==> config.mk <==
export PLATFORM = sky130hd
export DESIGN_NAME = txaw_front
export DESIGN_NICKNAME = d
export VERILOG_FILES = /design/src/design/txaw_pkg.sv /design/src/design/txaw_front.sv
export SDC_FILE = /design/constraint.sdc
export NUM_CORES = 2
export LEC_CHECK = 0
export ABC_CLOCK_PERIOD_IN_PS = 14660
export CAP_MARGIN = 5
export CORE_ASPECT_RATIO = 1.75
export CORE_MARGIN = 2
export CORE_UTILIZATION = 60
export DETAILED_ROUTE_END_ITERATION = 8
export DONT_BUFFER_PORTS = 1
export MAX_ROUTING_LAYER = met4
export PLACE_DENSITY = 0.78
export SETUP_SLACK_MARGIN = 0.1
export SYNTH_ARGS = -nofsm -noshare
export SYNTH_HDL_FRONTEND = slang
export SYNTH_SLANG_ARGS = --single-unit
==> constraint.sdc <==
create_clock -name clk -period 14.66 [get_ports clk]
set_input_delay 4.398 -clock clk [delete_from_list [all_inputs] [get_ports clk]]
set_output_delay 4.398 -clock clk [all_outputs]
set_load 0.01 [all_outputs]
==> src/design/txaw_pkg.sv <==
// ----------------------------------------------------------------------------
// Texel address wrap/clamp package
// Shared types, widths, register indexes and the texel size table.
// ----------------------------------------------------------------------------
package txaw_pkg;

    localparam int COORD_W   = 24;
    localparam int SIZE_W    = 13;
    localparam int ADDR_W    = 40;
    localparam int BYTES_W   = 5;
    // Signed texel index width, wide enough for the smallest fraction width.
    localparam int IDX_W     = 31;
    // Magnitude width seen by the remainder pipeline and bits per stage.
    localparam int MAG_W     = 32;
    localparam int STEP_BITS = 2;
    localparam int WRAP_LAT  = MAG_W / STEP_BITS + 1;

    // Configuration register indexes.
    localparam logic [2:0] REG_SIZE_X         = 3'd0;
    localparam logic [2:0] REG_SIZE_Y         = 3'd1;
    localparam logic [2:0] REG_SIZE_Z         = 3'd2;
    localparam logic [2:0] REG_WRAP_MODES     = 3'd3;
    localparam logic [2:0] REG_TEXEL_FORMAT   = 3'd4;
    localparam logic [2:0] REG_CHANNEL_LAYOUT = 3'd5;

    // Texel formats.
    localparam logic [1:0] FMT_UBYTE  = 2'd0;
    localparam logic [1:0] FMT_USHORT = 2'd1;
    localparam logic [1:0] FMT_HALF   = 2'd2;
    localparam logic [1:0] FMT_FLOAT  = 2'd3;

    // Channel layouts.
    localparam logic [2:0] LAYOUT_R     = 3'd0;
    localparam logic [2:0] LAYOUT_RG    = 3'd1;
    localparam logic [2:0] LAYOUT_RGB   = 3'd2;
    localparam logic [2:0] LAYOUT_RGBA  = 3'd3;
    localparam logic [2:0] LAYOUT_DEPTH = 3'd4;

    typedef struct packed {
        logic signed [COORD_W-1:0] coord_u;
        logic signed [COORD_W-1:0] coord_v;
        logic signed [COORD_W-1:0] coord_w;
    } in_item_t;

    typedef struct packed {
        logic [ADDR_W-1:0]  byte_address;
        logic [BYTES_W-1:0] byte_count;
    } out_item_t;

    // Unwrapped texel indexes passed from the front end to the back end.
    typedef struct packed {
        logic signed [IDX_W-1:0] idx_u;
        logic signed [IDX_W-1:0] idx_v;
        logic signed [IDX_W-1:0] idx_w;
    } mid_item_t;

    // Effective configuration seen by the pipelines.
    typedef struct packed {
        logic [SIZE_W-1:0]  size_x;
        logic [SIZE_W-1:0]  size_y;
        logic [SIZE_W-1:0]  size_z;
        logic [2:0]         wrap_modes;
        logic [BYTES_W-1:0] byte_count;
    } cfg_t;

    // Texel size in bytes: format bytes times channel count.
    function automatic logic [BYTES_W-1:0] texel_bytes(input logic [1:0] fmt,
                                                       input logic [2:0] layout);
        logic [BYTES_W-1:0] fb;
        logic [BYTES_W-1:0] ch;
        unique case (fmt)
            FMT_UBYTE:  fb = BYTES_W'(1);
            FMT_USHORT: fb = BYTES_W'(2);
            FMT_HALF:   fb = BYTES_W'(2);
            FMT_FLOAT:  fb = BYTES_W'(4);
            default:    fb = BYTES_W'(1);
        endcase
        unique case (layout)
            LAYOUT_R:     ch = BYTES_W'(1);
            LAYOUT_RG:    ch = BYTES_W'(2);
            LAYOUT_RGB:   ch = BYTES_W'(3);
            LAYOUT_RGBA:  ch = BYTES_W'(4);
            LAYOUT_DEPTH: ch = BYTES_W'(4);
            default:      ch = BYTES_W'(1);
        endcase
        return fb * ch;
    endfunction

endpackage

==> src/design/txaw_front.sv <==
// ----------------------------------------------------------------------------
// Texel address front end
// Scales each coordinate by its axis size, adds one half and truncates
// toward zero, giving a signed unwrapped texel index per axis.
// ----------------------------------------------------------------------------
module txaw_front #(
    parameter int FRAC_BITS = 16
) (
    input  logic                clk,
    input  logic                rst_n,
    input  txaw_pkg::cfg_t      cfg,
    input  logic                in_valid,
    output logic                in_ready,
    input  txaw_pkg::in_item_t  in_data,
    output logic                out_valid,
    input  logic                out_ready,
    output txaw_pkg::mid_item_t out_data
);
    import txaw_pkg::*;

    localparam int PROD_W = COORD_W + SIZE_W + 1;
    localparam int SUM_W  = PROD_W + 1;
    localparam logic signed [SUM_W-1:0] HALF     = SUM_W'(1) << (FRAC_BITS - 1);
    localparam logic signed [SUM_W-1:0] ROUND_UP = (SUM_W'(1) << FRAC_BITS) - SUM_W'(1);

    logic signed [COORD_W-1:0] coord [3];
    logic        [SIZE_W-1:0]  size  [3];
    logic signed [PROD_W-1:0]  prod_next [3];
    logic signed [PROD_W-1:0]  prod_reg  [3];
    logic signed [IDX_W-1:0]   idx_next  [3];
    logic signed [IDX_W-1:0]   idx_reg   [3];
    logic                      v1_reg;
    logic                      v2_reg;
    logic                      advance;

    assign coord[0] = in_data.coord_u;
    assign coord[1] = in_data.coord_v;
    assign coord[2] = in_data.coord_w;
    assign size[0]  = cfg.size_x;
    assign size[1]  = cfg.size_y;
    assign size[2]  = cfg.size_z;

    // The whole front end moves unless its last stage holds a blocked request.
    assign advance  = !v2_reg || out_ready;
    assign in_ready = advance;

    // Scale, then round half up and truncate toward zero.
    always_comb
    begin
        logic signed [SUM_W-1:0] sum;
        logic signed [SUM_W-1:0] adj;
        logic signed [SUM_W-1:0] shifted;
        for (int i = 0; i < 3; i++)
        begin
            prod_next[i] = $signed(coord[i]) * $signed({1'b0, size[i]});
            sum          = $signed({prod_reg[i][PROD_W-1], prod_reg[i]}) + HALF;
            adj          = sum[SUM_W-1] ? sum + ROUND_UP : sum;
            shifted      = adj >>> FRAC_BITS;
            idx_next[i]  = shifted[IDX_W-1:0];
        end
    end

    // Valid bits of the two stages.
    always_ff @(posedge clk or negedge rst_n)
    begin
        if (!rst_n)
        begin
            v1_reg <= 1'b0;
            v2_reg <= 1'b0;
        end
        else if (advance)
        begin
            v1_reg <= in_valid;
            v2_reg <= v1_reg;
        end
    end

    // Stage data.
    always_ff @(posedge clk)
    begin
        if (advance)
        begin
            for (int i = 0; i < 3; i++)
            begin
                prod_reg[i] <= prod_next[i];
                idx_reg[i]  <= idx_next[i];
            end
        end
    end

    assign out_valid = v2_reg;
    assign out_data  = '{idx_u: idx_reg[0], idx_v: idx_reg[1], idx_w: idx_reg[2]};

endmodule

Word-level counts from Yosys, hierarchy flattened
Memories as Yosys holds them, arrays and structs flattened.
Cells that the tools add are included.
{"block": "classes", "addsub": 6, "mul": 3, "muxes": 5, "n_reduce_logical": 2}
{"operator": "adder 38 x 17 -> 39 bit, second input constant", "count": 3}
{"operator": "adder 39 x 17 -> 39 bit, second input constant", "count": 3}
{"operator": "two-way mux 39 bit", "count": 3}
{"operator": "multiplier 24 x 14 -> 38 bit", "count": 3}
{"operator": "two-way mux 1 bit", "count": 2}
{"operator": "logical NOT 1 bit", "count": 1}
{"operator": "logical OR 1 bit", "count": 1}
{"block": "word_totals", "register_bits": 2, "ram_bits": 207, "input_bits": 123, "output_inout_bits": 95, "elab_cells": 20, "mem_count": 2}
{"name": "prod_reg", "words": 3, "word_bits": 38, "rd": 3, "rd_clocked_by_memory_dff": 0, "wr": 3, "line": "txaw_front.sv:29", "rtl": "logic signed [PROD_W-1:0] prod_reg [3];"}
{"name": "idx_reg", "words": 3, "word_bits": 31, "rd": 3, "rd_clocked_by_memory_dff": 0, "wr": 3, "line": "txaw_front.sv:31", "rtl": "logic signed [IDX_W-1:0] idx_reg [3];"}

Longest topological paths before layout
{"block": "depth", "ltp_word": 4, "depth_mapped": 25, "mapped_depth_nobuf": 23}

Worst setup path before layout
OpenSTA, ideal clock, no wires.
{"block": "synth_path", "path_type": "input to output", "startpoint": "input out_ready", "endpoint": "output in_ready", "arrival_time_ps": 8904, "required_ps": 10262, "slack_ps": 1358, "path_stages": 1, "cell_sequence": "nand2b_1"}
{"block": "synth_via", "elab_chain_len": 1}
{"element": "start, declared", "line": "txaw_front.sv:16", "rtl": "input logic out_ready,"}
{"element": "logical OR 1 bit", "line": "txaw_front.sv:44", "rtl": "assign advance = !v2_reg || out_ready;"}
{"element": "end, declared", "line": "txaw_front.sv:13", "rtl": "output logic in_ready,"}
No other way between the ends.

==> qor.yml <==
outcome: "complete, no violations"
n_fill_cell: 5772
yosysWarnings: 0
yosysMostFrequentCell: "inv_1"
die_h_um: 357
viasPerCell: 5.72
syn_area_mm2: 0.0428
max-cap-violations: 0
post_synth_inst_count: 4570
yosys-top-cells-count: "inv_1, fa_1, nand2_1"
cts_setup_buffers: 0
die_w_um: 206
synth_area_leaders: "fa_1, edfxtp_1, inv_1"
start_util_pct: 60.6
grt_overflow: 0
cp_max_fo: 24
antenna_found_initial: 2
rows: 129
critical_path_class: "input port to flip-flop"
drc: 0
slew_viol_final: 0
synth_largest_area_cell: "fa_1"
tritoncts: "built"
setup_viol: 0
grt_max_degree: 90
fin_nets: 5662
dp.final_hpwl_um: 80800
ctsResizeCount: 0
diodes: 0
synth_edf_count: 183
m1WireLength_um: 34100
yosysTopAreaCellShare_pct: 40.7
ant_nets: 0
post-route-min-period_ns: 10.23
worstSetupStartpoint: "cfg[36]"
drive_above_1_share_pct: 1.75
cts_made_buffers: 17
coreArea_mm2: 0.0707
critPathSlowestCell: "fa_1"
gp_congestion: 0.942
io_buffer_count: 0
path_clk_slew_ns: 0.08
wl_um: 101000
drt_first_pass_iters: 7
rsz0062_at_grt: "no"
clock-sinks: 185
start_kind: "input port"
cts_hold_buffers: 0
yosysSeqAreaShare_pct: 12.9
synth.avg_cell_area_um2: 9.37
num_io_pins: 218
vias: 30400
slew_headroom_pct: 24.5
wl_met3_um: 6330
synth-seq-cells: 185
crit_chain: "and2_1, fa_1, inv_1, fa_1, inv_1, fa_1, inv_1, fa_1, inv_1, fa_1, inv_1, fa_1, inv_1, ha_1, o211ai_1, nand2_1, a31oi_2, a21oi_1, o221a_2, o31ai_1, o21ai_1, o41ai_1, xnor2_1"
die_area_mm2: 0.0736
max_stage_delay_ns: 0.54
hold_start: "v1_reg"
synth.distinct_cells: 92
wl_per_cell_um: 18.9
crit_path_end_kind: "flip-flop"
worst_slew_pin_slew_ns: 1.13
fin_setup_tns_ns: 0
syn-num-nets: 5842
worstPathRequired_ns: 14.85
htree_num_levels: 4
largest_reg_flops: 114
fin_worst_skew_ns: 0.0137
multi_input_comb_area_mm2: 0.0326
syn2layout_area_growth_pct: 2.10
grt_pass1_wl_um: 167000
wl_met2_um: 55000
initialDrtViolationCount: 1668
top_layer_used: "met4"
grt_pass1_vias: 34200
groute.usage.overall_pct: 30.0
synthArstFlopShare_pct: 1.08
root_buffer: "clkbuf_16"
clkLatencyLatePin_ns: 0.46
ff_latch_area_mm2: 0.00555
synth_flop_cell: "edfxtp_1"
hp-class: "flip-flop to flip-flop"
clockBufferDepth: 2
arrival_ns: 10.42
max_freq_ghz: 0.0978
hold_violations: 0
reg2reg_from: "prod_reg[0][54]"
post-route-period-util_pct: 69.8
[metal layers]
metal	track usage [%]	vias up
li1	-	13500
met1	31.5	15500
met2	54.3	1087
met3	4.77	396
met4	14.2	0
met5	-	-
[through the flow]
step                      cell area, µm²  hold WS [ns]  setup WS, ns  utilization [%]  instances
final                              43700         0.472          4.43             61.9       5320
after global routing               43700         0.510          4.10             61.9       5320
after CTS                          43700         0.476          4.47             61.9       5320
after detailed placement           43100         0.447          4.00             61.0       5288
after global placement             43100         0.440          4.05             61.0       5288
after floorplan                    42800         0.430          1.36                -       4570
[final cells by class]
class / count / area share, %
Clock buffer: 18 / 0.981
Tap cell: 917 / 2.62
Sequential cell: 185 / 12.7
Timing Repair Buffer: 2 / 0.0343
Inverter: 1029 / 8.83
Multi-Input combinational cell: 3155 / 74.4
Clock inverter: 14 / 0.401
[worst paths after layout]
| check | end | slack (ns) | depth (start not counted) |
|---|---|---|---|
| worst max-delay path | prod_reg[0][37] | 4.43 | 23 |
| worst min-delay path | out_valid | 0.47 | 1 |
| worst max register to register | idx_reg[0][61] | 11.14 | 10 |
| worst min register to register | out_valid | 0.47 | 1 |
| max in group asynchronous | out_valid | 10.96 | 0 |
| min in group asynchronous | v1_reg | 3.63 | 0 |
[worst max-delay path: cells and delay by family]
kind / cells / cell delay, ns
buffers and inverters: 6 / 0.31
XOR/XNOR: 1 / 0.16
AND/OR/NAND/NOR: 2 / 0.32
adder cells (fa/ha/maj): 7 / 3.31
AO/OA/AOI/OAI: 7 / 1.90
[kinds of logic after synthesis]
| family | after synthesis | synth area share, % |
|---|---|---|
| buf+inv | 1230 | 11.1 |
| simple gates | 1390 | 16.5 |
| flops | 185 | 12.9 |
| fa+ha+maj | 1149 | 48.8 |
| compound gates | 398 | 6.19 |
| mux | 5 | 0.123 |
| xor+xnor | 213 | 4.36 |
[cell usage in the layout, fill, tap and decap left out, drive strengths merged, types with 4 or more instances in the layout]
master,Yosys,final
nor2,103,103
and2,453,453
nand2,608,608
a22oi,5,5
a211oi,17,17
and3,20,20
or3,7,7
inv,1029,1037
o21a,17,17
nand3b,6,6
o22ai,8,8
a221oi,5,5
nand2b,22,22
a2111oi,5,5
xor2,43,43
nor2b,12,12
a21boi,8,8
nand4b,4,4
ha,279,279
edfxtp,183,183
clkbuf,160,18
a21oi,124,124
o211ai,8,8
o21bai,21,21
xnor2,170,170
fa,870,870
and4,13,13
o31ai,12,12
a21o,34,34
or2,6,6
nor3,35,35
o41ai,4,4
o21ai,74,74
nand4,27,27
a31oi,14,14
a211o,4,4
nor4,25,25
nand3,39,39
Power is left out: the tool's default activity adds up to more than one toggle a clock period on the data nets, which glitch-free logic cannot reach.
