## src/design/txaw_pkg.sv

```systemverilog
// ----------------------------------------------------------------------------
// Texel address wrap/clamp package
// Shared types, widths, register indexes and the texel size table.
// ----------------------------------------------------------------------------
package txaw_pkg;

    localparam int COORD_W   = 24;
    localparam int SIZE_W    = 13;
    localparam int ADDR_W    = 40;
    localparam int BYTES_W   = 5;
    // Signed texel index width, wide enough for the smallest fraction width.
    localparam int IDX_W     = 31;
    // Magnitude width seen by the remainder pipeline and bits per stage.
    localparam int MAG_W     = 32;
    localparam int STEP_BITS = 2;
    localparam int WRAP_LAT  = MAG_W / STEP_BITS + 1;

    // Configuration register indexes.
    localparam logic [2:0] REG_SIZE_X         = 3'd0;
    localparam logic [2:0] REG_SIZE_Y         = 3'd1;
    localparam logic [2:0] REG_SIZE_Z         = 3'd2;
    localparam logic [2:0] REG_WRAP_MODES     = 3'd3;
    localparam logic [2:0] REG_TEXEL_FORMAT   = 3'd4;
    localparam logic [2:0] REG_CHANNEL_LAYOUT = 3'd5;

    // Texel formats.
    localparam logic [1:0] FMT_UBYTE  = 2'd0;
    localparam logic [1:0] FMT_USHORT = 2'd1;
    localparam logic [1:0] FMT_HALF   = 2'd2;
    localparam logic [1:0] FMT_FLOAT  = 2'd3;

    // Channel layouts.
    localparam logic [2:0] LAYOUT_R     = 3'd0;
    localparam logic [2:0] LAYOUT_RG    = 3'd1;
    localparam logic [2:0] LAYOUT_RGB   = 3'd2;
    localparam logic [2:0] LAYOUT_RGBA  = 3'd3;
    localparam logic [2:0] LAYOUT_DEPTH = 3'd4;

    typedef struct packed {
        logic signed [COORD_W-1:0] coord_u;
        logic signed [COORD_W-1:0] coord_v;
        logic signed [COORD_W-1:0] coord_w;
    } in_item_t;

    typedef struct packed {
        logic [ADDR_W-1:0]  byte_address;
        logic [BYTES_W-1:0] byte_count;
    } out_item_t;

    // Unwrapped texel indexes passed from the front end to the back end.
    typedef struct packed {
        logic signed [IDX_W-1:0] idx_u;
        logic signed [IDX_W-1:0] idx_v;
        logic signed [IDX_W-1:0] idx_w;
    } mid_item_t;

    // Effective configuration seen by the pipelines.
    typedef struct packed {
        logic [SIZE_W-1:0]  size_x;
        logic [SIZE_W-1:0]  size_y;
        logic [SIZE_W-1:0]  size_z;
        logic [2:0]         wrap_modes;
        logic [BYTES_W-1:0] byte_count;
    } cfg_t;

    // Texel size in bytes: format bytes times channel count.
    function automatic logic [BYTES_W-1:0] texel_bytes(input logic [1:0] fmt,
                                                       input logic [2:0] layout);
        logic [BYTES_W-1:0] fb;
        logic [BYTES_W-1:0] ch;
        unique case (fmt)
            FMT_UBYTE:  fb = BYTES_W'(1);
            FMT_USHORT: fb = BYTES_W'(2);
            FMT_HALF:   fb = BYTES_W'(2);
            FMT_FLOAT:  fb = BYTES_W'(4);
            default:    fb = BYTES_W'(1);
        endcase
        unique case (layout)
            LAYOUT_R:     ch = BYTES_W'(1);
            LAYOUT_RG:    ch = BYTES_W'(2);
            LAYOUT_RGB:   ch = BYTES_W'(3);
            LAYOUT_RGBA:  ch = BYTES_W'(4);
            LAYOUT_DEPTH: ch = BYTES_W'(4);
            default:      ch = BYTES_W'(1);
        endcase
        return fb * ch;
    endfunction

endpackage

```

## src/design/txaw_fifo.sv

```systemverilog
// ----------------------------------------------------------------------------
// Texel address decoupling queue
// Two-entry queue between the front end and the back end.
// ----------------------------------------------------------------------------
module txaw_fifo (
    input  logic                clk,
    input  logic                rst_n,
    input  logic                in_valid,
    output logic                in_ready,
    input  txaw_pkg::mid_item_t in_data,
    output logic                out_valid,
    input  logic                out_ready,
    output txaw_pkg::mid_item_t out_data
);
    import txaw_pkg::*;

    mid_item_t  mem [2];
    logic       wr_ptr_reg;
    logic       rd_ptr_reg;
    logic [1:0] count_reg;
    logic [1:0] count_next;
    logic       push;
    logic       pop;

    assign in_ready  = (count_reg != 2'd2);
    assign out_valid = (count_reg != 2'd0);
    assign push      = in_valid && in_ready;
    assign pop       = out_valid && out_ready;
    assign out_data  = mem[rd_ptr_reg];

    // Occupancy follows pushes and pops.
    always_comb
    begin
        count_next = count_reg;
        if (push && !pop)
        begin
            count_next = count_reg + 2'd1;
        end
        else if (pop && !push)
        begin
            count_next = count_reg - 2'd1;
        end
    end

    always_ff @(posedge clk or negedge rst_n)
    begin
        if (!rst_n)
        begin
            wr_ptr_reg <= 1'b0;
            rd_ptr_reg <= 1'b0;
            count_reg  <= 2'd0;
        end
        else
        begin
            if (push)
            begin
                wr_ptr_reg <= !wr_ptr_reg;
            end
            if (pop)
            begin
                rd_ptr_reg <= !rd_ptr_reg;
            end
            count_reg <= count_next;
        end
    end

    // Entry storage.
    always_ff @(posedge clk)
    begin
        if (push)
        begin
            mem[wr_ptr_reg] <= in_data;
        end
    end

endmodule

```

## config.mk

```make
export PLATFORM = sky130hd
export DESIGN_NAME = txaw_fifo
export DESIGN_NICKNAME = d
export VERILOG_FILES = /design/src/design/txaw_pkg.sv /design/src/design/txaw_fifo.sv
export SDC_FILE = /design/constraint.sdc
export NUM_CORES = 1
export LEC_CHECK = 0
export ABC_AREA = 1
export BUFFER_PORTS_ARGS = -buffer_cell sky130_fd_sc_hd__buf_2
export CORE_MARGIN = 1
export CORE_UTILIZATION = 50
export CTS_CLUSTER_DIAMETER = 120
export DETAILED_ROUTE_END_ITERATION = 10
export GPL_ROUTABILITY_DRIVEN = 0
export HOLD_SLACK_MARGIN = 0.12
export PLACE_DENSITY_LB_ADDON = 0.15
export SYNTH_ARGS = -nofsm -noshare
export SYNTH_HDL_FRONTEND = slang
export SYNTH_SLANG_ARGS = --single-unit
```

## constraint.sdc

```tcl
create_clock -name clk -period 11.55 [get_ports clk]
set_clock_uncertainty 0.15 [all_clocks]
set_input_delay 2.31 -clock clk [delete_from_list [all_inputs] [get_ports clk]]
set_output_delay 2.31 -clock clk [all_outputs]
set_load 0.05 [all_outputs]
```

======== Yosys cells after proc, flatten, opt, wreduce, memory -nomap -nowiden ========
Memories as Yosys holds them, arrays and structs flattened.
Index checks and enable logic that the tools add are counted.
storage, ports and cells
  logic and storage cells ................. 21
  output and inout bits ................... 95
  bits of input ports ..................... 97
  RAM bits ................................ 186
  flip-flop bits (word level) ............. 4
  memories kept ........................... 1
operators by class
  muxes and demuxes ....................... 4
  add/subtract/negate cells ............... 2
  equality and inequality tests ........... 1
  reduce and logical (&&, ||, !) cells .... 10
memory list
  memory  depth  bits a word  read ports  clocked after memory_dff  wr ports  line             RTL
  mem     2      93           1           0                         1         txaw_fifo.sv:17  mid_item_t mem [2];
operators by type and width
  cell                                               number
  logical AND 1 bit                                  4
  zero test 1 bit                                    4
  2-to-1 mux 2 bit                                   2
  nonzero test 2 bit                                 2
  adder 2 x 1 -> 2 bit (second input constant)       1
  2-to-1 mux 1 bit                                   2
  inequality test 2 bit (second input constant)      1
  subtractor 2 x 1 -> 2 bit (second input constant)  1

======== Logic depth before layout (Yosys ltp) ========
Gate-level depths: netlist of the first run.
  depth in word-level cells ............... 6
  mapped depth ............................ 10

======== Worst setup path before layout of the first run ========
OpenSTA, ideal clock, no wires.
  path type ............................... input -> register
  start ................................... input in_valid
  end ..................................... memory mem[0][0] (netlist bit) (enable)
  required time ........................... 10.854 ns
  buffers on the path ..................... 0
  stages on the path ...................... 2
  slack ................................... 4.532 ns
  arrival ................................. 6.322 ns
  path through ............................ nand2_1 > nor2_1
between the ends
  longest elaborated chain between the ends .. 3
RTL lines
  what                                    line             RTL
  start, declared                         txaw_fifo.sv:8   input logic in_valid,
  logical AND 1 bit                       txaw_fifo.sv:27  assign push = in_valid && in_ready;
  2-to-1 mux 1 bit                        txaw_fifo.sv:70  if (push)
  2-to-1 mux 1 bit (implied by the code)  txaw_fifo.sv:72  mem[wr_ptr_reg] <= in_data;
  end, declared                           txaw_fifo.sv:17
Every way passes these cells.

==> flow_results.org, run 1 <==
** STA
- Setup violations remaining at the end of the flow were counted as 0.
- Post-route worst setup slack :: 6.38 ns
- The worst pin sits at a relative slew slack of 0.256.
- In the finished design, the share of the clock period the worst path needs comes to 0.447.
- RSZ-0062 raised after global routing :: false
- For this run, the top clock speed supported by timing is 194 MHz.
- Slew at the pin closest to its max-slew limit :: 1.11 ns
- The hold violation count in the final report is 0.
- The total count of max-transition violations in the final report came to 0.
- Adding up every negative setup slack in the final design gives 0 ns.
- The clock period could shrink to 5.17 ns.

** Global route
- Number of antenna violations at the first check in global routing :: 0
- The first global-routing pass estimated 20200 um of wire.
- Total congestion overflow :: 0
- Entering global routing, the biggest net connects 62 pins.
- The number of global-route vias before repair was 4112.
- Across every metal layer, demand over resource in global routing totals 0.190.

** Place
- Placed instance area :: 0.00808 mm^2
- PortBufs :: 191
- Minimum setup slack after placement :: 6.73 ns
- Cell count after placement :: 865
- The HPWL after detailed placement is 8420 um.

** Die
- Full die area :: 0.0145 mm^2
- Top-level I/O count :: 192
- From bottom edge to top edge, the die measures 120 um.
- Row generation in the floorplan step produced 42 rows.
- For this configuration, the core starts out at a cell density of 0.521.
- The die is 120 um wide.
- The floorplan step defined a core boundary enclosing 0.0135 mm^2.

** Detailed routing
- For this block, the routed nets add up to 13200 um of wire.
- Residual DRC :: 0
- The first routing iteration left 228 violations.
- Using the TritonRoute via totals, the vias-per-cell ratio works out to 4.81.
- Vias :: 4309
- Remaining antenna violation count after routing :: 0
- Wire length per cell :: 14.7 um
- The pre-antenna-repair detailed-routing pass consisted of 4 iterations.

** Setup path
- Across all register-to-register paths, the minimum setup slack is 8.60 ns.
- Slowest cell delay on critical path :: 0.68 ns
- Data on the critical path is required at its endpoint by 9.09 ns.
- Reg2Reg Depth :: 5
- Top cell family by delay on the critical path :: buffers and inverters
- Data arrives at the worst endpoint at 2.71 ns.
- The worst setup path is of the flip-flop to output port kind.
- Crit path cell chain :: clkinv_2 > buf_4 > nand2_1 > nand2_1 > buf_2
- The worst setup path is launched from a flip-flop.
- The startpoint identified for the worst register-to-register timing path is count_reg[0].
- In this run the worst path has a maximum fanout of 54.
- Together, buffers and inverters on the worst path number 3.
- STA classifies the critical path endpoint as an output port.
- The slowest stage of the critical path belongs to the cell dfrtp_4.
- In this run the critical register-to-register path is captured at mem[0][74].
- Counting stages on the worst path, the most repeated cell is nand2_1.

** Yosys
- Synthesized cell area :: 0.00701 mm^2
- By area the synthesized netlist is led by edfxtp_1 (80%), nand2_1 (15%), dfrtp_1 (1.4%).
- Ys flop type :: edfxtp_1
- Distinct cell type count after synthesis :: 13
- After synthesis, the mean cell area works out to 13.6 um^2.
- Counting flops with a built-in enable in the synthesized netlist gives 186.
- When the netlist entered floorplanning its net count stood at 613.
- Share of the yosys chip area belonging to registers :: 0.812
- Gate Count Post-Synth :: 515
- FFs w/ async S/R, synth :: 0.0211
- Register bit count reported by yosys :: 190
- During synthesis, Yosys emitted a total of 0 warnings.
- Most numerous cell in the Yosys netlist :: nand2_1
- The synthesized design spends more area on one cell type than any other, namely edfxtp_1.
- Sorting the synthesized cells by how often they occur yields nand2_1 (289), edfxtp_1 (186), buf_2 (13).
- Of the post-synthesis cell area, the dominant cell type holds 0.797.

** Clocking
- Resize count post-CTS :: 0
- Once the clock tree was built, the setup fixing pass inserted 0 buffers.
- Clock-pin slew was measured on the worst setup and hold paths at 0.06 ns.
- Max H-tree Level :: 4
- Counting every sink on the clock net gives 190.
- The longest clock path from root to sink contains 2 buffers.
- CTS tree :: done
- The clock reaches the later pin of the worst-skew pair after 0.41 ns.
- Number of buffers created by CTS :: 17
- Hold bufs inserted after CTS :: 0
- Cell at the root of the clock tree :: clkbuf_16

** Final layout
- Once layout is done, the placed cells without fillers occupy 0.00856 mm^2.
- Excluding fillers, the count of instances in the completed layout stands at 895.
- Fraction of layout cells with a size suffix above 1 :: 0.309
- The register with the most flip-flops in the layout has 186 of them.
- After the last flow step, the layout net total stands at 806.
- Area added between synthesis and finish :: 22.2%
- The number of antenna diodes in the final layout is 0.

** Status
- Run status :: completed

** Worst hold path
- Critical hold path startpoint :: count_reg[1]
- Hold worst-path end :: count_reg[1]
- Worst Hold Path Cells :: 2
- Hold crit path type :: flip-flop to flip-flop

** Run
- Max-cap violations in this run came to 0.
==> worst min-delay path, delay by kind of cell (launching register included) <==
family / cells / cell delay (ns)
flops: 1 / 0.36
simple gates: 2 / 0.11
==> stage by stage <==
| step | hold slack, ns | utilization |
|---|---|---|
| floorplan | 0.312 | - |
| global placement | 0.327 | 0.600 |
| detailed placement | 0.336 | 0.600 |
| CTS | 0.350 | 0.637 |
| global route | 0.386 | 0.637 |
| finish | 0.355 | 0.637 |
==> layout by cell type, fill, tap and decap left out <==
| master | netlist | final |
|---|---|---|
| nor2_4 | 0 | 2 |
| clkinv_1 | 0 | 5 |
| buf_4 | 0 | 4 |
| dfrtp_1 | 4 | 3 |
| ha_1 | 1 | 1 |
| dfrtp_4 | 0 | 1 |
| xor2_1 | 1 | 1 |
| nand3_1 | 2 | 2 |
| xnor2_1 | 1 | 1 |
| inv_1 | 6 | 6 |
| edfxtp_1 | 186 | 186 |
| buf_2 | 13 | 191 |
| clkinv_2 | 0 | 5 |
| clkbuf_1 | 0 | 2 |
| clkbuf_16 | 0 | 17 |
| nand4_1 | 1 | 1 |
| clkinvlp_4 | 0 | 2 |
| nand2_1 | 289 | 289 |
==> kinds of logic (layout without fill, tap and decap cells) <==
logic type,count (synthesis),in the layout,share of synthesized area
simple gates,294,294,0.158
flops,190,190,0.812
buf+inv,28,232,0.0259
xor+xnor,2,2,0.00250
fa+ha+maj,1,1,0.00179
==> worst max path at each step <==
stage          startpoint            to  cells past startpoint
6_report       rd_ptr_reg  out_data[78]                      5
5_1_grt        rd_ptr_reg  out_data[84]                      5
4_1_cts        rd_ptr_reg  out_data[84]                      5
3_5_place_dp     in_valid    mem[0][28]                      4
3_3_place_gp     in_valid    mem[0][25]                      4
2_1_floorplan    in_valid     mem[0][0]                      2
==> layer usage <==
metal  part of all wire  GRT usage
met1               0.42      0.232
met2               0.49      0.310
met3              0.073     0.0571
met4              0.023     0.0903
met5                  0          0
==> final cells by class <==
class	count	area [um^2]
sequential	190	5690
timing repair buffer	195	986
clock buffer	19	433
clock inverter	11	53.8
tap	176	220
multi-input combinational	297	1150
inverter	7	27.5
fill	1054	4890
Power of run 1 is not shown: default switching activity piles up to over one toggle a cycle in this logic, so the estimate is an artifact.
==> run 2: changes to the inputs <==
--- a/config.mk
+++ b/config.mk
@@ -8,7 +8,7 @@
 export ABC_AREA = 1
 export BUFFER_PORTS_ARGS = -buffer_cell sky130_fd_sc_hd__buf_2
 export CORE_MARGIN = 1
-export CORE_UTILIZATION = 50
+export CORE_UTILIZATION = 47
 export CTS_CLUSTER_DIAMETER = 120
 export DETAILED_ROUTE_END_ITERATION = 10
 export GPL_ROUTABILITY_DRIVEN = 0
==> constraint.sdc (replaced) <==
create_clock -name clk -period 4.3 [get_ports clk]
set_clock_uncertainty 0.15 [all_clocks]
set_input_delay 0.86 -clock clk [delete_from_list [all_inputs] [get_ports clk]]
set_output_delay 0.86 -clock clk [all_outputs]
set_load 0.05 [all_outputs]
==> flow_results.org, run 2 (synthesized netlist as in run 1, its figures left out) <==
** Clocking
- Cell at the root of the clock tree :: clkbuf_16
- The clock edge transition at the registers on the reported setup and hold paths came to 0.06 ns (about the same).
- The insertion delay of the later-clocked pin in the worst-skew pair is 0.41 ns (about the same).
- Maximum number of buffers from clock root to sink :: 2 (unchanged)
- The maximum level of the CTS H-tree was 4 (unchanged).
- Clock sink count :: 190 (unchanged)
- CTS tree :: done
- Number of buffers created by CTS :: 17 (unchanged)

** Setup path
- CP Launch Type :: flip-flop
- Crit path cell chain :: buf_4 > nand2_1 > nand2_1 > buf_2
- End of the critical path :: out_data[6]
- Internal reg-to-reg setup slack :: 2.05 ns (-6.55 ns)
- The maximum net fanout on the critical path was 94 (+74%).
- The slowest stage of the critical path is the buf_4 cell.
- Worst reg2reg startpoint :: count_reg[0]
- Slowest cell delay on critical path :: 0.70 ns (+0.02 ns)
- The most critical setup path has its startpoint at rd_ptr_reg.
- Endpoint of the worst register-to-register path :: mem[0][56]
- The arrival time reported for the critical path endpoint was 2.23 ns (-0.48 ns).
- Cell repeated most along the worst path :: nand2_1
- CP Class :: flip-flop to output port
- The worst endpoint required time came to 3.29 ns (-5.80 ns).
- Setup crit end kind :: output port
- The number of cells on the worst reg-to-reg path was 5 (unchanged).

** STA
- The worst relative slew slack came to 0.287 (+0.0312).
- Setup violations, final :: 0 (unchanged)
- Slew at the pin closest to its max-slew limit :: 1.07 ns (-0.0441 ns)
- Count of final hold-check violations :: 0 (unchanged)
- Tmin final :: 3.24 ns
- Dividing the final minimum period by the clock period gives 0.753.
- Static timing analysis puts the maximum clock frequency at 309 MHz.
- RSZ-0062 raised after global routing :: false
- Final max-slew violation count :: 0 (unchanged)

** Place
- The HPWL after detailed placement came to 8600 um (+2.2%).
- PortBufs :: 191 (unchanged)
- Placed instance area :: 0.00814 mm^2 (+0.77%)

** Worst hold path
- Hold crit path type :: flip-flop to flip-flop
- The startpoint identified for the worst hold timing path is count_reg[0].
- Worst Hold Path Cells :: 1 (-1)

** Detailed routing
- Vias/cell :: 4.74 (-1.6%)
- The routed wire length was 13600 um (+3.3%).
- Iteration-0 DRC count of the detailed router :: 234 (+2.6%)
- The number of iterations in the first detailed-routing pass came to 4 (unchanged).
- The routed length per instance was 15.0 um (+1.9%).
- Vias :: 4302 (-0.16%)
- Remaining antenna violation count after routing :: 0 (unchanged)
- Residual DRC :: 0 (unchanged)

** Global route
- Number of antenna violations at the first check in global routing :: 0 (unchanged)
- The pin count of the biggest net entering global routing came to 95 (+53%).
- Total congestion overflow :: 0 (unchanged)
- Wire length of the first global-routing pass :: 19900 um (-1.6%)
- The number of global-route vias before repair is 4074 (-0.92%).
- The total global routing track utilization came to 0.178 (-0.0118).

** Final layout
- The cell area after layout came to 0.00878 mm^2 (+2.5%).
- Area added between synthesis and finish :: 25.3%
- # diodes :: 0 (unchanged)
- Filler cells :: 1179 (+12%)
- Fraction of layout cells with a size suffix above 1 :: 0.315 (+0.00615)
- Leaving out fill and tap cells, the most frequent cells in the layout are nand2_1 (289), buf_2 (191), edfxtp_1 (186).
- Max reg flops :: 186 (unchanged)
- Final net count :: 809 (+0.37%)
- The library cell used most frequently in the layout, excluding fill and tap cells, is nand2_1.

** Die
- The effective utilization at floorplan is 0.482 (-0.0387).
- DIE WIDTH :: 124 um (+3.1%)
- Top-level I/O count :: 192 (unchanged)
- Height of the chip :: 124 um (+3.1%)
- Standard-cell row count :: 44 (+4.8%)
- The full die area is 0.0154 mm^2 (+6.3%).
- The core outline area is 0.0145 mm^2 (+8.0%).

** Status
- The run finished with clean final reports.

** Run
- The max capacitance violation total was 0 (unchanged).
## run 2: timing repair
item | 4_1_cts | 5_1_grt
setup buffers | 0 | 0
hold endpoints to repair | 4 | 0
resized for setup | 0 | 0
hold buffers | 1 | 0
## run 2: worst min path at each step
stage	to	slack, ns
2_1_floorplan	count_reg[1]	0.31
3_3_place_gp	count_reg[1]	0.33
3_5_place_dp	count_reg[0]	0.35
4_1_cts	count_reg[0]	0.35
5_1_grt	count_reg[0]	0.37
6_report	count_reg[0]	0.35
## run 2: metrics by stage
| step | utilization | TNS (ns) | hold WS [ns] | worst slack [ns] | instances |
|---|---|---|---|---|---|
| CTS | 0.604 | 0 | 0.354 | 1.05 | 908 |
| floorplan | - | -239.85 | 0.312 | -1.29 | 515 |
| global route | 0.604 | 0 | 0.368 | 0.936 | 908 |
| global placement | 0.560 | 0 | 0.332 | 1.49 | 875 |
| detailed placement | 0.560 | 0 | 0.346 | 1.51 | 875 |
| finish | 0.604 | 0 | 0.355 | 1.06 | 908 |
## run 2: cell type report
| type | count | area [um^2] | share of cell area |
|---|---|---|---|
| sequential | 190 | 5690 | 0.648 |
| multi-input combinational | 297 | 1150 | 0.131 |
| timing repair buffer | 198 | 1050 | 0.119 |
| clock buffer | 19 | 433 | 0.0493 |
| tap | 184 | 230 | 0.0262 |
| clock inverter | 13 | 195 | 0.0222 |
| inverter | 7 | 27.5 | 0.00314 |
## run 2: worst max-delay path: cells and delay by family, from the launching register on
kind / cells / cell delay (ns)
buffers and inverters: 2 / 0.96
and+or+nand+nor: 2 / 0.29
DFF: 1 / 0.41
## run 2: routing by layer
metal / track usage / routed length [um]
met1: 0.220 / 5760
met2: 0.290 / 6800
met3: 0.0527 / 826
met4: 0.0796 / 234
met5: 0 / 0
Power of run 2 is left out for the same reason.
==> run 3: changes to the inputs <==
--- a/config.mk
+++ b/config.mk
@@ -8,7 +8,7 @@
 export ABC_AREA = 1
 export BUFFER_PORTS_ARGS = -buffer_cell sky130_fd_sc_hd__buf_2
 export CORE_MARGIN = 1
-export CORE_UTILIZATION = 47
+export CORE_UTILIZATION = 50
 export CTS_CLUSTER_DIAMETER = 120
 export DETAILED_ROUTE_END_ITERATION = 10
 export GPL_ROUTABILITY_DRIVEN = 0
==> constraint.sdc (replaced) <==
create_clock -name clk -period 3.12 [get_ports clk]
set_clock_uncertainty 0.15 [all_clocks]
set_input_delay 0.624 -clock clk [delete_from_list [all_inputs] [get_ports clk]]
set_output_delay 0.624 -clock clk [all_outputs]
set_load 0.05 [all_outputs]
==> flow_results.org, run 3 (synthesized netlist as in run 1, its figures left out) <==
** Clocking
- The insertion delay of the later-clocked pin in the worst-skew pair came to 0.42 ns (about the same).
- TritonCTS built the clock tree.
- The count of clock tree sinks is 190 (unchanged).
- Maximum number of buffers from clock root to sink :: 2 (unchanged)
- Cell at the root of the clock tree :: clkbuf_16
- Count of buffers added by post-CTS timing repair for setup :: 0 (unchanged)
- The number of buffers added by the clock tree synthesis step was 17 (unchanged).
- The clock edge transition at the registers on the reported setup and hold paths was 0.06 ns (about the same).
- Resize count post-CTS :: 0 (unchanged)
- The maximum level of the CTS H-tree was 4 (unchanged).

** Final layout
- Area added between synthesis and finish :: 25.6%
- Final net count :: 810 (+0.12%)
- Final std cells w/o fill :: 901 (-0.77%)
- Max reg flops :: 186 (unchanged)
- Leading cell type in the layout, fill and taps excluded :: nand2_1
- Fraction of layout cells with a size suffix above 1 :: 0.316 (+0.000945)
- The top cell types in the final layout, fill and taps aside, are nand2_1 (289), buf_2 (191), edfxtp_1 (186).
- # diodes :: 0 (unchanged)

** Die
- Core Area :: 0.0135 mm^2 (-7.4%)
- Initial Util :: 0.521 (+0.0387)
- Standard-cell row count :: 42 (-4.5%)
- Top-level I/O count :: 192 (unchanged)
- The overall die height is 120 um (-3.0%).
- Full die area :: 0.0145 mm^2 (-5.9%)
- The chip width is 120 um (-3.0%).

** Global route
- The initial antenna violation count came to 0 (unchanged).
- Total congestion overflow :: 0 (unchanged)
- The global-route wire length before repair came to 21200 um (+6.6%).
- Total routing usage reported by global routing :: 0.196 (+0.0182)
- Largest net degree at the start of global routing :: 72 (-24%)
- Vias in the first global route :: 4343 (+6.6%)

** Setup path
- The critical path starts at rd_ptr_reg.
- The critical path is of the flip-flop to output port type.
- Largest fanout of any net on the critical path :: 47 (-50%)
- The worst endpoint required time was 2.35 ns (-0.94 ns).
- The worst setup path is captured at an output port.
- Worst Path Arrival :: 2.09 ns (-0.14 ns)
- The worst setup path is launched from a flip-flop.
- Worst reg2reg startpoint :: count_reg[0]

** Detailed routing
- The routed wire length was 13500 um (-0.88%).
- Vias/cell :: 4.78 (+0.89%)
- Wire length per cell :: 15.0 um (-0.11%)
- Vias :: 4307 (+0.12%)
- Remaining antenna violation count after routing :: 0 (unchanged)
- Residual DRC :: 0 (unchanged)
- First-pass detailed-route iteration total :: 4 (unchanged)
- The DRC violation total after the first TritonRoute iteration came to 291 (+24%).

** STA
- Setup repair after global routing left no endpoint under its margin.
- The worst relative slew slack came to 0.640 (+0.352).
- Slew at the pin closest to its max-slew limit :: 0.541 ns (-0.528 ns)
- Counting I/O delays and the setup requirement, the final critical path takes 2.86 ns.
- The total count of max-transition violations in the final report came to 0 (unchanged).
- Final clock period utilization by the worst path :: 0.918
- Count of final hold-check violations :: 0 (unchanged)
- Setup violations, final :: 0 (unchanged)
- Derived from the worst setup path, the maximum achievable clock frequency is 349 MHz.

** Place
- PortBufs :: 191 (unchanged)
- The HPWL after detailed placement came to 8500 um (-1.2%).
- Cell count after placement :: 868 (-0.80%)

** Worst hold path
- The worst hold path begins at in_data[1].
- Hold crit path type :: input pin to flip-flop

** Status
- Run status :: completed

** Run
- Max Cap Viol :: 0 (unchanged)
[run 3: cell types whose count changed in the layout (fill, tap and decap cells not counted)]
cell | before | now
clkbuf_1 | 2 | 4
clkinvlp_4 | 2 | 4
inv_2 | 0 | 1
buf_4 | 3 | 4
clkinv_1 | 3 | 1
bufinv_16 | 5 | 6
clkinv_2 | 3 | 0
clkinv_4 | 1 | 0
[run 3: worst paths after layout]
path,endpoint,slack (ns),depth (start not counted)
max,out_data[91],0.26,5
min,mem[0][1],0.24,1
max reg2reg,mem[0][42],1.29,5
min reg2reg,count_reg[0],0.35,1
max in group asynchronous,rd_ptr_reg,2.26,2
min in group asynchronous,wr_ptr_reg,0.40,2
[run 3: layout make-up]
cell class / count / area, um^2
Timing Repair Buffer: 199 / 1060
Clock inverter: 11 / 214
Inverter: 7 / 26.3
Sequential cell: 190 / 5690
Tap cell: 176 / 220
Fill cell: 1020 / 4650
Multi-Input combinational cell: 297 / 1150
Clock buffer: 21 / 440
[run 3: what timing repair did]
| action | in CTS | in global routing |
|---|---|---|
| endpoints found under the hold margin | 4 | 0 |
| hold buffers | 1 | 0 |
| endpoints found under the setup margin | 0 | 0 |
[run 3: stage by stage]
| stage | utilization | setup TNS [ns] | area, um^2 | hold slack (ns) | setup slack (ns) |
|---|---|---|---|---|---|
| 2_1_floorplan | - | -172.08 | 7010 | 0.178 | -0.925 |
| 3_3_place_gp | 0.605 | 0 | 8140 | 0.296 | 0.699 |
| 3_5_place_dp | 0.605 | 0 | 8140 | 0.300 | 0.689 |
| 4_1_cts | 0.654 | 0 | 8800 | 0.223 | 0.214 |
| 5_1_grt | 0.654 | 0 | 8800 | 0.226 | 0.141 |
| 6_report | 0.654 | 0 | 8800 | 0.242 | 0.256 |
[run 3: critical path, cell delays in order, from the launching register on]
cell and delay, ns:
dfrtp_4 0.61, inv_2 0.10, buf_4 0.44, nand2_1 0.13
nand2_1 0.11, buf_2 0.27
[run 3: per-layer routing]
metal,track usage,up-vias,share of wire
li1,-,2126,-
met1,0.234,2026,0.41
met2,0.332,140,0.50
met3,0.0613,15,0.073
met4,0.0787,0,0.014
met5,0,-,0
Power of run 3 is left out for the same reason.
